`src/rtl/assert_macros.svh`:
```
`ifndef ASSERT_MACROS_SVH
`define ASSERT_MACROS_SVH

// Both macros expect i_clk and i_rst_n in the enclosing module.

// Condition that holds at every clock edge out of reset.
`define ACGT_CHECK(label, cond, msg) \
    label: assert property (@(posedge i_clk) disable iff (!i_rst_n) (cond)) \
        else $error(msg);

// Consequent that holds in the same cycle as the antecedent.
`define ACGT_IMPLY(label, ante, cons, msg) \
    label: assert property (@(posedge i_clk) disable iff (!i_rst_n) \
        (ante) |-> (cons)) else $error(msg);

`endif

```
`src/rtl/acgt_pkg.sv`:
```
package acgt_pkg;

    localparam int MAX_MIN_LENGTH = 32;
    localparam int BUF_AW         = $clog2(MAX_MIN_LENGTH);
    localparam int RUN_W          = 32;
    localparam int REC_W          = 31;
    localparam int CFG_W          = 6;
    localparam int DIGITS         = 10;
    localparam int DIG_W          = $clog2(DIGITS);

    localparam logic [CFG_W-1:0] MIN_LEN_RESET = CFG_W'(10);
    localparam logic [RUN_W-1:0] MAX_RUN       = RUN_W'(MAX_MIN_LENGTH);
    localparam logic [RUN_W-1:0] RUN_SAT       = '1;
    localparam logic [REC_W-1:0] REC_LAST      = '1;

    localparam logic [7:0] CH_AT   = 8'h40;
    localparam logic [7:0] CH_NL   = 8'h0A;
    localparam logic [7:0] CH_PLUS = 8'h2B;
    localparam logic [7:0] CH_QUAL = 8'h49;
    localparam logic [7:0] CH_ZERO = 8'h30;
    localparam logic [7:0] CH_A    = 8'h41;
    localparam logic [7:0] CH_C    = 8'h43;
    localparam logic [7:0] CH_G    = 8'h47;
    localparam logic [7:0] CH_T    = 8'h54;
    localparam logic [7:0] CASE_MASK = 8'hDF;

    typedef enum logic [2:0] {
        ST_IDLE,
        ST_DIGIT,
        ST_HDR_NL,
        ST_REPLAY,
        ST_CLOSE
    } t_state;

    typedef enum logic [1:0] {
        CL_PLUS,
        CL_NL,
        CL_QUAL,
        CL_END
    } t_close_step;

    typedef logic [DIGITS-1:0][3:0] t_bcd;

    typedef struct packed {
        logic inc;
        logic clr;
    } t_recno_cmd;

    typedef struct packed {
        t_bcd             digits;
        logic [DIG_W-1:0] msd;
    } t_recno_stat;

    typedef struct packed {
        logic              en;
        logic [BUF_AW-1:0] addr;
        logic [7:0]        data;
    } t_buf_wr;

    function automatic logic is_base(input logic [7:0] ch);
        logic [7:0] u;
        u = ch & CASE_MASK;
        return (u == CH_A) || (u == CH_C) || (u == CH_G) || (u == CH_T);
    endfunction

    function automatic logic [RUN_W-1:0] idx_to_run(input logic [BUF_AW-1:0] idx);
        return {{(RUN_W-BUF_AW){1'b0}}, idx};
    endfunction

endpackage

```
`src/rtl/acgt_in_if.sv`:
```
interface acgt_in_if;
    logic       valid;
    logic       ready;
    logic [7:0] in_byte;
    logic       end_of_file;

    modport source (output valid, output in_byte, output end_of_file, input ready);
    modport sink   (input valid, input in_byte, input end_of_file, output ready);
endinterface

```
`src/rtl/acgt_out_if.sv`:
```
interface acgt_out_if;
    logic                       valid;
    logic                       ready;
    logic [7:0]                 out_char;
    logic [acgt_pkg::RUN_W-1:0] repeat_res;
    logic                       last;

    modport source (output valid, output out_char, output repeat_res, output last,
                    input ready);
    modport sink   (input valid, input out_char, input repeat_res, input last,
                    output ready);
endinterface

```
`src/rtl/acgt_cfg_if.sv`:
```
interface acgt_cfg_if;
    logic                       valid;
    logic                       ready;
    logic [acgt_pkg::CFG_W-1:0] min_length;

    modport source (output valid, output min_length, input ready);
    modport sink   (input valid, input min_length, output ready);
endinterface

```
`src/rtl/acgt_buf.sv`:
```
module acgt_buf (
    input  logic                        i_clk,
    input  acgt_pkg::t_buf_wr           i_wr,
    input  logic [acgt_pkg::BUF_AW-1:0] i_rd_addr,
    output logic [7:0]                  o_rd_data
);

    logic [7:0] mem [acgt_pkg::MAX_MIN_LENGTH];
    logic [7:0] r_rd_data;

    always_ff @(posedge i_clk) begin
        if (i_wr.en) begin
            mem[i_wr.addr] <= i_wr.data;
        end
    end

    always_ff @(posedge i_clk) begin
        r_rd_data <= mem[i_rd_addr];
    end

    assign o_rd_data = r_rd_data;

endmodule

```
`src/rtl/acgt_recno.sv`:
```
module acgt_recno (
    input  logic                  i_clk,
    input  logic                  i_rst_n,
    input  acgt_pkg::t_recno_cmd  i_cmd,
    output acgt_pkg::t_recno_stat o_stat
);

    logic [acgt_pkg::REC_W-1:0] r_bin, n_bin;
    acgt_pkg::t_bcd             r_bcd, n_bcd;
    acgt_pkg::t_bcd             bcd_inc;
    logic [acgt_pkg::DIGITS:0]  carry;
    logic [acgt_pkg::DIG_W-1:0] msd;

    // Decimal copy of the count, so the header needs no binary-to-decimal step
    always_comb begin
        carry[0] = 1'b1;
        for (int i = 0; i < acgt_pkg::DIGITS; i++) begin
            carry[i+1] = carry[i] && (r_bcd[i] == 4'd9);
            if (!carry[i]) begin
                bcd_inc[i] = r_bcd[i];
            end else if (r_bcd[i] == 4'd9) begin
                bcd_inc[i] = 4'd0;
            end else begin
                bcd_inc[i] = r_bcd[i] + 4'd1;
            end
        end
    end

    always_comb begin
        msd = '0;
        for (int i = 0; i < acgt_pkg::DIGITS; i++) begin
            if (r_bcd[i] != 4'd0) begin
                msd = acgt_pkg::DIG_W'(i);
            end
        end
    end

    always_comb begin
        n_bin = r_bin;
        n_bcd = r_bcd;
        priority if (i_cmd.clr) begin
            n_bin = '0;
            n_bcd = '0;
        end else if (i_cmd.inc) begin
            if (r_bin == acgt_pkg::REC_LAST) begin
                n_bin = '0;
                n_bcd = '0;
            end else begin
                n_bin = r_bin + acgt_pkg::REC_W'(1);
                n_bcd = bcd_inc;
            end
        end else begin
            n_bin = r_bin;
            n_bcd = r_bcd;
        end
    end

    always_ff @(posedge i_clk) begin
        if (!i_rst_n) begin
            r_bin <= '0;
            r_bcd <= '0;
        end else begin
            r_bin <= n_bin;
            r_bcd <= n_bcd;
        end
    end

    assign o_stat.digits = r_bcd;
    assign o_stat.msd    = msd;

endmodule

```
`src/rtl/acgt_ctrl.sv`:
```
`include "assert_macros.svh"

module acgt_ctrl (
    input  logic                        i_clk,
    input  logic                        i_rst_n,
    acgt_in_if.sink                     i_in,
    acgt_out_if.source                  o_out,
    acgt_cfg_if.sink                    i_cfg,
    input  acgt_pkg::t_recno_stat       i_rec,
    output acgt_pkg::t_recno_cmd        o_rec,
    output acgt_pkg::t_buf_wr           o_wr,
    output logic [acgt_pkg::BUF_AW-1:0] o_rd_addr,
    input  logic [7:0]                  i_rd_data
);

    acgt_pkg::t_state           r_state, n_state;
    acgt_pkg::t_close_step      r_cnt, n_cnt;
    logic [acgt_pkg::DIG_W-1:0] r_dig, n_dig;
    logic [acgt_pkg::BUF_AW-1:0] r_idx, n_idx;
    logic [acgt_pkg::RUN_W-1:0] r_run_len, n_run_len;
    logic                       r_open, n_open;
    logic                       r_eof, n_eof;
    logic [acgt_pkg::CFG_W-1:0] r_min_len;

    logic                       r_ovalid;
    logic [7:0]                 r_ochar;
    logic [acgt_pkg::RUN_W-1:0] r_orep;
    logic                       r_olast;

    logic                       emit;
    logic [7:0]                 e_char;
    logic [acgt_pkg::RUN_W-1:0] e_rep;
    logic                       e_last;

    logic                       out_free;
    logic                       accept;
    logic                       in_base;
    logic [acgt_pkg::RUN_W-1:0] thr;
    logic [acgt_pkg::RUN_W-1:0] len_inc;

    assign out_free   = !r_ovalid || o_out.ready;
    assign i_in.ready = (r_state == acgt_pkg::ST_IDLE) && out_free;
    assign accept     = i_in.valid && i_in.ready;
    assign in_base    = acgt_pkg::is_base(i_in.in_byte);
    assign i_cfg.ready = 1'b1;

    // Clamp the threshold into 1..MAX_MIN_LENGTH
    always_comb begin
        priority if (r_min_len == '0) begin
            thr = acgt_pkg::RUN_W'(1);
        end else if (acgt_pkg::RUN_W'(r_min_len) > acgt_pkg::MAX_RUN) begin
            thr = acgt_pkg::MAX_RUN;
        end else begin
            thr = acgt_pkg::RUN_W'(r_min_len);
        end
    end

    assign len_inc = (r_run_len < acgt_pkg::MAX_RUN) ?
                     r_run_len + acgt_pkg::RUN_W'(1) : r_run_len;

    always_comb begin
        n_state   = r_state;
        n_cnt     = r_cnt;
        n_dig     = r_dig;
        n_idx     = r_idx;
        n_run_len = r_run_len;
        n_open    = r_open;
        n_eof     = r_eof;
        emit      = 1'b0;
        e_char    = acgt_pkg::CH_NL;
        e_rep     = acgt_pkg::RUN_W'(1);
        e_last    = 1'b0;
        o_wr.en   = 1'b0;
        o_wr.addr = r_run_len[acgt_pkg::BUF_AW-1:0];
        o_wr.data = i_in.in_byte;
        o_rec.inc = 1'b0;
        o_rec.clr = 1'b0;

        unique case (r_state)
            acgt_pkg::ST_IDLE: begin
                if (accept) begin
                    if (i_in.end_of_file || !in_base) begin
                        if (r_open) begin
                            emit    = 1'b1;
                            e_char  = acgt_pkg::CH_NL;
                            n_state = acgt_pkg::ST_CLOSE;
                            n_cnt   = acgt_pkg::CL_PLUS;
                            n_eof   = i_in.end_of_file;
                        end else begin
                            n_run_len = '0;
                            o_rec.clr = i_in.end_of_file;
                        end
                    end else if (r_open) begin
                        emit   = 1'b1;
                        e_char = i_in.in_byte;
                        e_last = 1'b1;
                        if (r_run_len != acgt_pkg::RUN_SAT) begin
                            n_run_len = r_run_len + acgt_pkg::RUN_W'(1);
                        end
                    end else begin
                        o_wr.en   = r_run_len < acgt_pkg::MAX_RUN;
                        n_run_len = len_inc;
                        if (len_inc >= thr) begin
                            emit    = 1'b1;
                            e_char  = acgt_pkg::CH_AT;
                            n_state = acgt_pkg::ST_DIGIT;
                            n_dig   = i_rec.msd;
                        end
                    end
                end
            end
            acgt_pkg::ST_DIGIT: begin
                if (out_free) begin
                    emit   = 1'b1;
                    e_char = acgt_pkg::CH_ZERO | {4'h0, i_rec.digits[r_dig]};
                    if (r_dig == '0) begin
                        n_state = acgt_pkg::ST_HDR_NL;
                    end else begin
                        n_dig = r_dig - acgt_pkg::DIG_W'(1);
                    end
                end
            end
            acgt_pkg::ST_HDR_NL: begin
                if (out_free) begin
                    emit    = 1'b1;
                    e_char  = acgt_pkg::CH_NL;
                    n_state = acgt_pkg::ST_REPLAY;
                    n_idx   = '0;
                end
            end
            acgt_pkg::ST_REPLAY: begin
                // i_rd_data already holds entry r_idx: the read address runs one step ahead
                if (out_free) begin
                    emit   = 1'b1;
                    e_char = i_rd_data;
                    if (acgt_pkg::idx_to_run(r_idx) == r_run_len - acgt_pkg::RUN_W'(1)) begin
                        e_last  = 1'b1;
                        n_state = acgt_pkg::ST_IDLE;
                        n_open  = 1'b1;
                    end else begin
                        n_idx = r_idx + acgt_pkg::BUF_AW'(1);
                    end
                end
            end
            acgt_pkg::ST_CLOSE: begin
                if (out_free) begin
                    emit = 1'b1;
                    unique case (r_cnt)
                        acgt_pkg::CL_PLUS: begin
                            e_char = acgt_pkg::CH_PLUS;
                            n_cnt  = acgt_pkg::CL_NL;
                        end
                        acgt_pkg::CL_NL: begin
                            e_char = acgt_pkg::CH_NL;
                            n_cnt  = acgt_pkg::CL_QUAL;
                        end
                        acgt_pkg::CL_QUAL: begin
                            e_char = acgt_pkg::CH_QUAL;
                            e_rep  = r_run_len;
                            n_cnt  = acgt_pkg::CL_END;
                        end
                        acgt_pkg::CL_END: begin
                            e_char    = acgt_pkg::CH_NL;
                            e_last    = 1'b1;
                            n_state   = acgt_pkg::ST_IDLE;
                            n_open    = 1'b0;
                            n_run_len = '0;
                            o_rec.clr = r_eof;
                            o_rec.inc = !r_eof;
                        end
                        default: begin
                            n_cnt = acgt_pkg::CL_PLUS;
                        end
                    endcase
                end
            end
            default: begin
                n_state = acgt_pkg::ST_IDLE;
            end
        endcase
    end

    assign o_rd_addr = n_idx;

    always_ff @(posedge i_clk) begin
        if (!i_rst_n) begin
            r_state   <= acgt_pkg::ST_IDLE;
            r_cnt     <= acgt_pkg::CL_PLUS;
            r_dig     <= '0;
            r_idx     <= '0;
            r_run_len <= '0;
            r_open    <= 1'b0;
            r_eof     <= 1'b0;
            r_min_len <= acgt_pkg::MIN_LEN_RESET;
            r_ovalid  <= 1'b0;
        end else begin
            r_state   <= n_state;
            r_cnt     <= n_cnt;
            r_dig     <= n_dig;
            r_idx     <= n_idx;
            r_run_len <= n_run_len;
            r_open    <= n_open;
            r_eof     <= n_eof;
            if (i_cfg.valid) begin
                r_min_len <= i_cfg.min_length;
            end
            if (emit) begin
                r_ovalid <= 1'b1;
            end else if (o_out.ready) begin
                r_ovalid <= 1'b0;
            end
        end
    end

    always_ff @(posedge i_clk) begin
        if (emit) begin
            r_ochar <= e_char;
            r_orep  <= e_rep;
            r_olast <= e_last;
        end
    end

    assign o_out.valid      = r_ovalid;
    assign o_out.out_char   = r_ochar;
    assign o_out.repeat_res = r_orep;
    assign o_out.last       = r_olast;

    `ACGT_CHECK(a_open_has_len, !r_open || (r_run_len != '0), "open record with empty run")
    `ACGT_IMPLY(a_buffered_fits, !r_open, r_run_len <= acgt_pkg::MAX_RUN, "buffered run overflows buffer")
    `ACGT_IMPLY(a_replay_in_run, r_state == acgt_pkg::ST_REPLAY, acgt_pkg::idx_to_run(r_idx) < r_run_len, "replay index past run")

endmodule

```
`src/rtl/acgt_run_to_fastq_records.sv`:
```
// Base-run to FASTQ record formatter.
// i_in carries one text byte per transaction (in_byte, end_of_file); o_out
// carries FASTQ characters with a repeat count and a last flag that marks the
// final character caused by an input transaction. i_cfg is always ready;
// the user must write min_length only while the block is idle (unenforced).
// The first character of a transaction is registered on o_out the cycle
// after it is accepted. A pass-through base gives one character; a byte
// that opens a record gives '@', the record number and a newline, then the
// buffered bases, one entry per cycle from the base buffer's registered
// read while o_out is ready; a closing byte gives newline, '+', newline,
// 'I', newline. i_in stays low while a multi-character sequence is emitted.
// Reset clears the run length, the record number and the open flag, and sets
// min_length to 10; the base buffer needs no clearing since only entries of
// the current run are read.
// When o_out stalls, the output register holds its transaction and the
// sequencer holds its place; i_in is not ready until the output slot frees.
module acgt_run_to_fastq_records (
    input  logic        i_clk,
    input  logic        i_rst_n,
    acgt_in_if.sink     i_in,
    acgt_out_if.source  o_out,
    acgt_cfg_if.sink    i_cfg
);

    acgt_pkg::t_recno_stat       rec_stat;
    acgt_pkg::t_recno_cmd        rec_cmd;
    acgt_pkg::t_buf_wr           buf_wr;
    logic [acgt_pkg::BUF_AW-1:0] buf_rd_addr;
    logic [7:0]                  buf_rd_data;

    acgt_ctrl u_ctrl (
        .i_clk     (i_clk),
        .i_rst_n   (i_rst_n),
        .i_in      (i_in),
        .o_out     (o_out),
        .i_cfg     (i_cfg),
        .i_rec     (rec_stat),
        .o_rec     (rec_cmd),
        .o_wr      (buf_wr),
        .o_rd_addr (buf_rd_addr),
        .i_rd_data (buf_rd_data)
    );

    acgt_buf u_buf (
        .i_clk     (i_clk),
        .i_wr      (buf_wr),
        .i_rd_addr (buf_rd_addr),
        .o_rd_data (buf_rd_data)
    );

    acgt_recno u_recno (
        .i_clk   (i_clk),
        .i_rst_n (i_rst_n),
        .i_cmd   (rec_cmd),
        .o_stat  (rec_stat)
    );

endmodule
```
`src/flat_wrapper.sv`:
```
// flat-port wrapper written by rule: the top's interface ports become plain ports
module acgt_run_to_fastq_records_flat 
  (i_clk, i_rst_n, i_in_valid, i_in_in_byte, i_in_end_of_file, i_in_ready, o_out_valid, o_out_out_char, o_out_repeat_res, o_out_last, o_out_ready, i_cfg_valid, i_cfg_min_length, i_cfg_ready);
  acgt_in_if i_in_i ();
  acgt_out_if o_out_i ();
  acgt_cfg_if i_cfg_i ();
  input  logic i_clk;
  input  logic i_rst_n;
  input wire logic [$bits(i_in_i.valid)-1:0] i_in_valid;
  input wire logic [$bits(i_in_i.in_byte)-1:0] i_in_in_byte;
  input wire logic [$bits(i_in_i.end_of_file)-1:0] i_in_end_of_file;
  output wire logic [$bits(i_in_i.ready)-1:0] i_in_ready;
  output wire logic [$bits(o_out_i.valid)-1:0] o_out_valid;
  output wire logic [$bits(o_out_i.out_char)-1:0] o_out_out_char;
  output wire logic [$bits(o_out_i.repeat_res)-1:0] o_out_repeat_res;
  output wire logic [$bits(o_out_i.last)-1:0] o_out_last;
  input wire logic [$bits(o_out_i.ready)-1:0] o_out_ready;
  input wire logic [$bits(i_cfg_i.valid)-1:0] i_cfg_valid;
  input wire logic [$bits(i_cfg_i.min_length)-1:0] i_cfg_min_length;
  output wire logic [$bits(i_cfg_i.ready)-1:0] i_cfg_ready;
  assign i_in_i.valid = i_in_valid;
  assign i_in_i.in_byte = i_in_in_byte;
  assign i_in_i.end_of_file = i_in_end_of_file;
  assign i_in_ready = i_in_i.ready;
  assign o_out_valid = o_out_i.valid;
  assign o_out_out_char = o_out_i.out_char;
  assign o_out_repeat_res = o_out_i.repeat_res;
  assign o_out_last = o_out_i.last;
  assign o_out_i.ready = o_out_ready;
  assign i_cfg_i.valid = i_cfg_valid;
  assign i_cfg_i.min_length = i_cfg_min_length;
  assign i_cfg_ready = i_cfg_i.ready;
  acgt_run_to_fastq_records u_core (.i_clk(i_clk), .i_rst_n(i_rst_n), .i_in(i_in_i), .o_out(o_out_i), .i_cfg(i_cfg_i));
endmodule
```
`config.mk`:
```
export PLATFORM = sky130hd
export DESIGN_NAME = acgt_run_to_fastq_records_flat
export DESIGN_NICKNAME = d
export VERILOG_FILES = /design/src/rtl/acgt_pkg.sv /design/src/rtl/acgt_in_if.sv /design/src/rtl/acgt_out_if.sv /design/src/rtl/acgt_cfg_if.sv /design/src/rtl/acgt_buf.sv /design/src/rtl/acgt_recno.sv /design/src/rtl/acgt_ctrl.sv /design/src/rtl/acgt_run_to_fastq_records.sv /design/src/flat_wrapper.sv
export VERILOG_INCLUDE_DIRS = /design/src /design/src/rtl
export SDC_FILE = /design/constraint.sdc
export NUM_CORES = 1
export LEC_CHECK = 0
export BUFFER_PORTS_ARGS = -buffer_cell sky130_fd_sc_hd__buf_4
export CORE_MARGIN = 1
export CORE_UTILIZATION = 60
export CTS_CLUSTER_SIZE = 40
export DETAILED_ROUTE_END_ITERATION = 6
export HOLD_SLACK_MARGIN = 0.08
export PLACE_DENSITY_LB_ADDON = 0.2
export REMOVE_ABC_BUFFERS = 1
export SLEW_MARGIN = 40
export SYNTH_ARGS = -nofsm -noshare
export SYNTH_HDL_FRONTEND = slang
export SYNTH_SLANG_ARGS = --single-unit
export TNS_END_PERCENT = 100
```
`constraint.sdc`:
```
create_clock -name i_clk -period 7.51 [get_ports i_clk]
set_input_delay 0.751 -clock i_clk [delete_from_list [all_inputs] [get_ports i_clk]]
set_output_delay 0.751 -clock i_clk [all_outputs]
set_load 0.01 [all_outputs]
```
==> out/results.ini <==
[placed_design]
gp_congestion = 0.9367
dp_hpwl_mm = 32.00
port_buffers = 62

[layout]
fin_nets = 2001
layout_common_cells = edfxtp_1 (297), nand2_1 (276), dfxtp_1 (133)
post-route-util_pct = 67.57
drive_gt1_share_pct = 11.36
syn2layout_area_growth_pct = 11.27
n_antenna_cell = 0
final_common_cell = edfxtp_1

[sta]
fin_crit_ns = 5.156
fin_tns_setup_ns = 0
hold_ws_ns = 0.3895
final_max_slew_viol_count = 0
setup_violations = 0
fin_crit_sh_pct = 68.65
clock_skew_ns = 0.04969
worst_slew_pin_slew_ns = 0.8760
relSlewSlack_pct = 41.15
rsz0062_at_grt = false
fmax_mhz = 194.0
hold_violations = 0

[grt]
antenna_found_initial = 0
overflow = 0
grt_pass1_vias = 14110
grt_first_pass_wirelength_mm = 77.07
grt_usage_pct = 29.16
grt_max_degree = 92

[synthesis]
yosysWarningCount = 0
synth_edf_count = 297
ys.flop_type = edfxtp_1
synth_top_area_share_pct = 43.91
ys_top_cells_by_area = edfxtp_1 (44%), dfxtp_1 (13%), nand2_1 (5.1%), nor2_1 (2.9%), ha_1 (2.8%)
synth_largest_area_cell = edfxtp_1
yosysUniqueCellTypes = 76
ys_ff_latch = 431
synthArstFlopShare_pct = 0
syn_area_per_cell_um2 = 10.51
synth_cells = 1933
synth_area_mm2 = 0.02031
ys_seq_area_share_pct = 57.11

[power_and_ir_drop]
vdd_drop_max_mv = 0.2896
leakagePower_nw = 7.865
powerDensity_mw_per_mm2 = 224.5

[worst_setup_path]
timing.critical_path.max_delay_family = simple AND/OR/NAND/NOR gates
crit_required_ns = 8.00
critPathLaunchType = flop
critPathBufInv = 2
critPathKind = reg2reg
critPathArrivalTime_ns = 5.65
crit_slowest_cell = or4_1
crit_path_cell_trace = inv_1 > ha_1 > or4b_2 > nor3_1 > xnor2_1 > nand4_1 > or4_1 > o31a_1 > nand2_8 > buf_4 > mux2i_1 > a32oi_1 > a22oi_1 > nand3_1
cp-end-kind = flop
max_stage_delay_ns = 0.70
cp_max_fo = 91

[floorplanning]
initial_core_util_pct = 60.73
die-height_um = 186.0
io_pins = 64
die_w_um = 186.0
die_area_mm2 = 0.03459
rows = 67
core_mm2 = 0.03345

[routing]
routedWlPerCell_um = 20.49
drt_iter0_drc = 1505
drc = 0
first_pass_iters = 7
detail-route-antenna-nets = 0
num_vias = 15050
viasPerCell = 6.221
wl_mm = 49.60

[clock_network]
numCtsBuffers = 45
insertion_delay_ns = 0.61
path_clk_slew_ns = 0.06
cts_hold_buffers = 0
htreeDepth = 2
clockBufferDepth = 3
cts_root_buf = clkbuf_16
clock_sinks = 431
cts_setup_buffers = 0
tritoncts = done
cts_resized = 0

[run_status]
status = complete, no violations

[hold_path]
holdCritPathClass = in2reg

[job]
maxCapViolCount = 0

==> cell usage after synthesis, types with 9 or more instances <==
library cell	instances
a211o_1	15
a21o_1	12
a21oi_1	65
a31oi_1	37
and2_1	66
and3_1	15
buf_1	10
buf_2	27
clkbuf_1	76
dfxtp_1	134
edfxtp_1	297
ha_1	46
inv_1	36
mux2i_1	28
nand2_1	277
nand2b_1	20
nand3_1	110
nand3b_1	11
nand4_1	63
nor2_1	156
nor2b_1	28
nor3_1	57
nor4_1	13
o21ai_0	67
o22ai_1	18
o31ai_1	9
or2_2	14
or3_1	13
or4_1	10
xnor2_1	20
xor2_1	40
==> layout make-up <==
class / count / area, µm²
sequential: 431 / 11600
multi-input combinational: 1345 / 8145
clock buffer: 61 / 1237
fill: 2505 / 10850
tap: 448 / 560.5
clock inverter: 23 / 341.6
timing repair buffer: 76 / 578.1
inverter: 36 / 135.1
==> path summary, 6_finish.rpt <==
| check | start | to | slack (ns) | cells past startpoint |
|---|---|---|---|---|
| worst max-delay path | u_core.u_ctrl.r_run_len[0] | u_core.u_buf.o_rd_data[6] | 2.35 | 14 |
| worst min-delay path | i_cfg_min_length[3] | u_core.u_ctrl.r_min_len[3] | 0.39 | 3 |
| worst max register to register | u_core.u_ctrl.r_run_len[0] | u_core.u_buf.o_rd_data[6] | 2.35 | 14 |
| worst min register to register | u_core.u_recno.r_bin[1] | u_core.u_recno.r_bin[1] | 0.47 | 2 |
==> metal layers <==
layer,track usage (%),share of wire (%)
met2,46.79,47
met5,0,0
met1,39.60,42
met3,5.361,8.3
met4,10.66,2.7
==> worst register-to-register path, cell delays in order (launching register included) <==
cell	delay [ns]
dfxtp_1	0.46
inv_1	0.19
ha_1	0.42
or4b_2	0.67
nor3_1	0.21
xnor2_1	0.15
nand4_1	0.17
or4_1	0.70
o31a_1	0.52
nand2_8	0.53
buf_4	0.40
mux2i_1	0.25
a32oi_1	0.08
a22oi_1	0.24
nand3_1	0.10
==> flip-flops by register name, indices dropped and copies added, names as in the netlist <==
| name | count |
|---|---|
| u_core.u_ctrl.r_eof | 1 |
| u_core.u_ctrl.r_run_len | 32 |
| u_core.u_ctrl.r_idx | 5 |
| u_core.u_ctrl.r_state | 3 |
| u_core.u_recno.o_stat | 40 |
| u_core.u_ctrl.r_dig | 4 |
| u_core.u_recno.r_bin | 31 |
| u_core.u_buf.mem | 256 |
| u_core.u_ctrl.o_out.repeat_res | 32 |
| u_core.u_ctrl.r_cnt | 2 |
| u_core.u_buf.o_rd_data | 8 |
| u_core.u_ctrl.r_min_len | 6 |
| u_core.u_ctrl.r_open | 1 |
| u_core.u_ctrl.o_out.valid | 1 |
| u_core.u_ctrl.o_out.last | 1 |
| u_core.u_ctrl.o_out.out_char | 8 |
==> metrics by stage <==
stage               total power, W  instance area, µm²  setup slack [ns]  cells
floorplan                 0.002681               19770             1.919   1812
global placement          0.002763               20910             2.206   2335
detailed placement        0.002768               20970             2.324   2335
CTS                       0.005102               22550             2.304   2419
global route              0.005204               22600             1.980   2420
finish                    0.005074               22600             2.354   2420
==> cell families after synthesis <==
group | after synthesis | synth area share [%]
compound gates | 309 | 9.985
xor+xnor | 60 | 2.587
fa+ha+maj | 46 | 2.834
buf+inv | 157 | 3.333
flops | 431 | 57.11
mux | 43 | 2.655
other cells | 1 | 0.01846
simple gates | 886 | 21.47
==> power by group <==
| group | switching [W] | leakage, nW | internal (W) |
|---|---|---|---|
| Combinational | 0.000103 | 3.33 | 0.0000488 |
| Sequential | 0.00000938 | 3.78 | 0.00256 |
| Clock | 0.000947 | 0.758 | 0.00141 |
(Power assumes the default switching activity.)
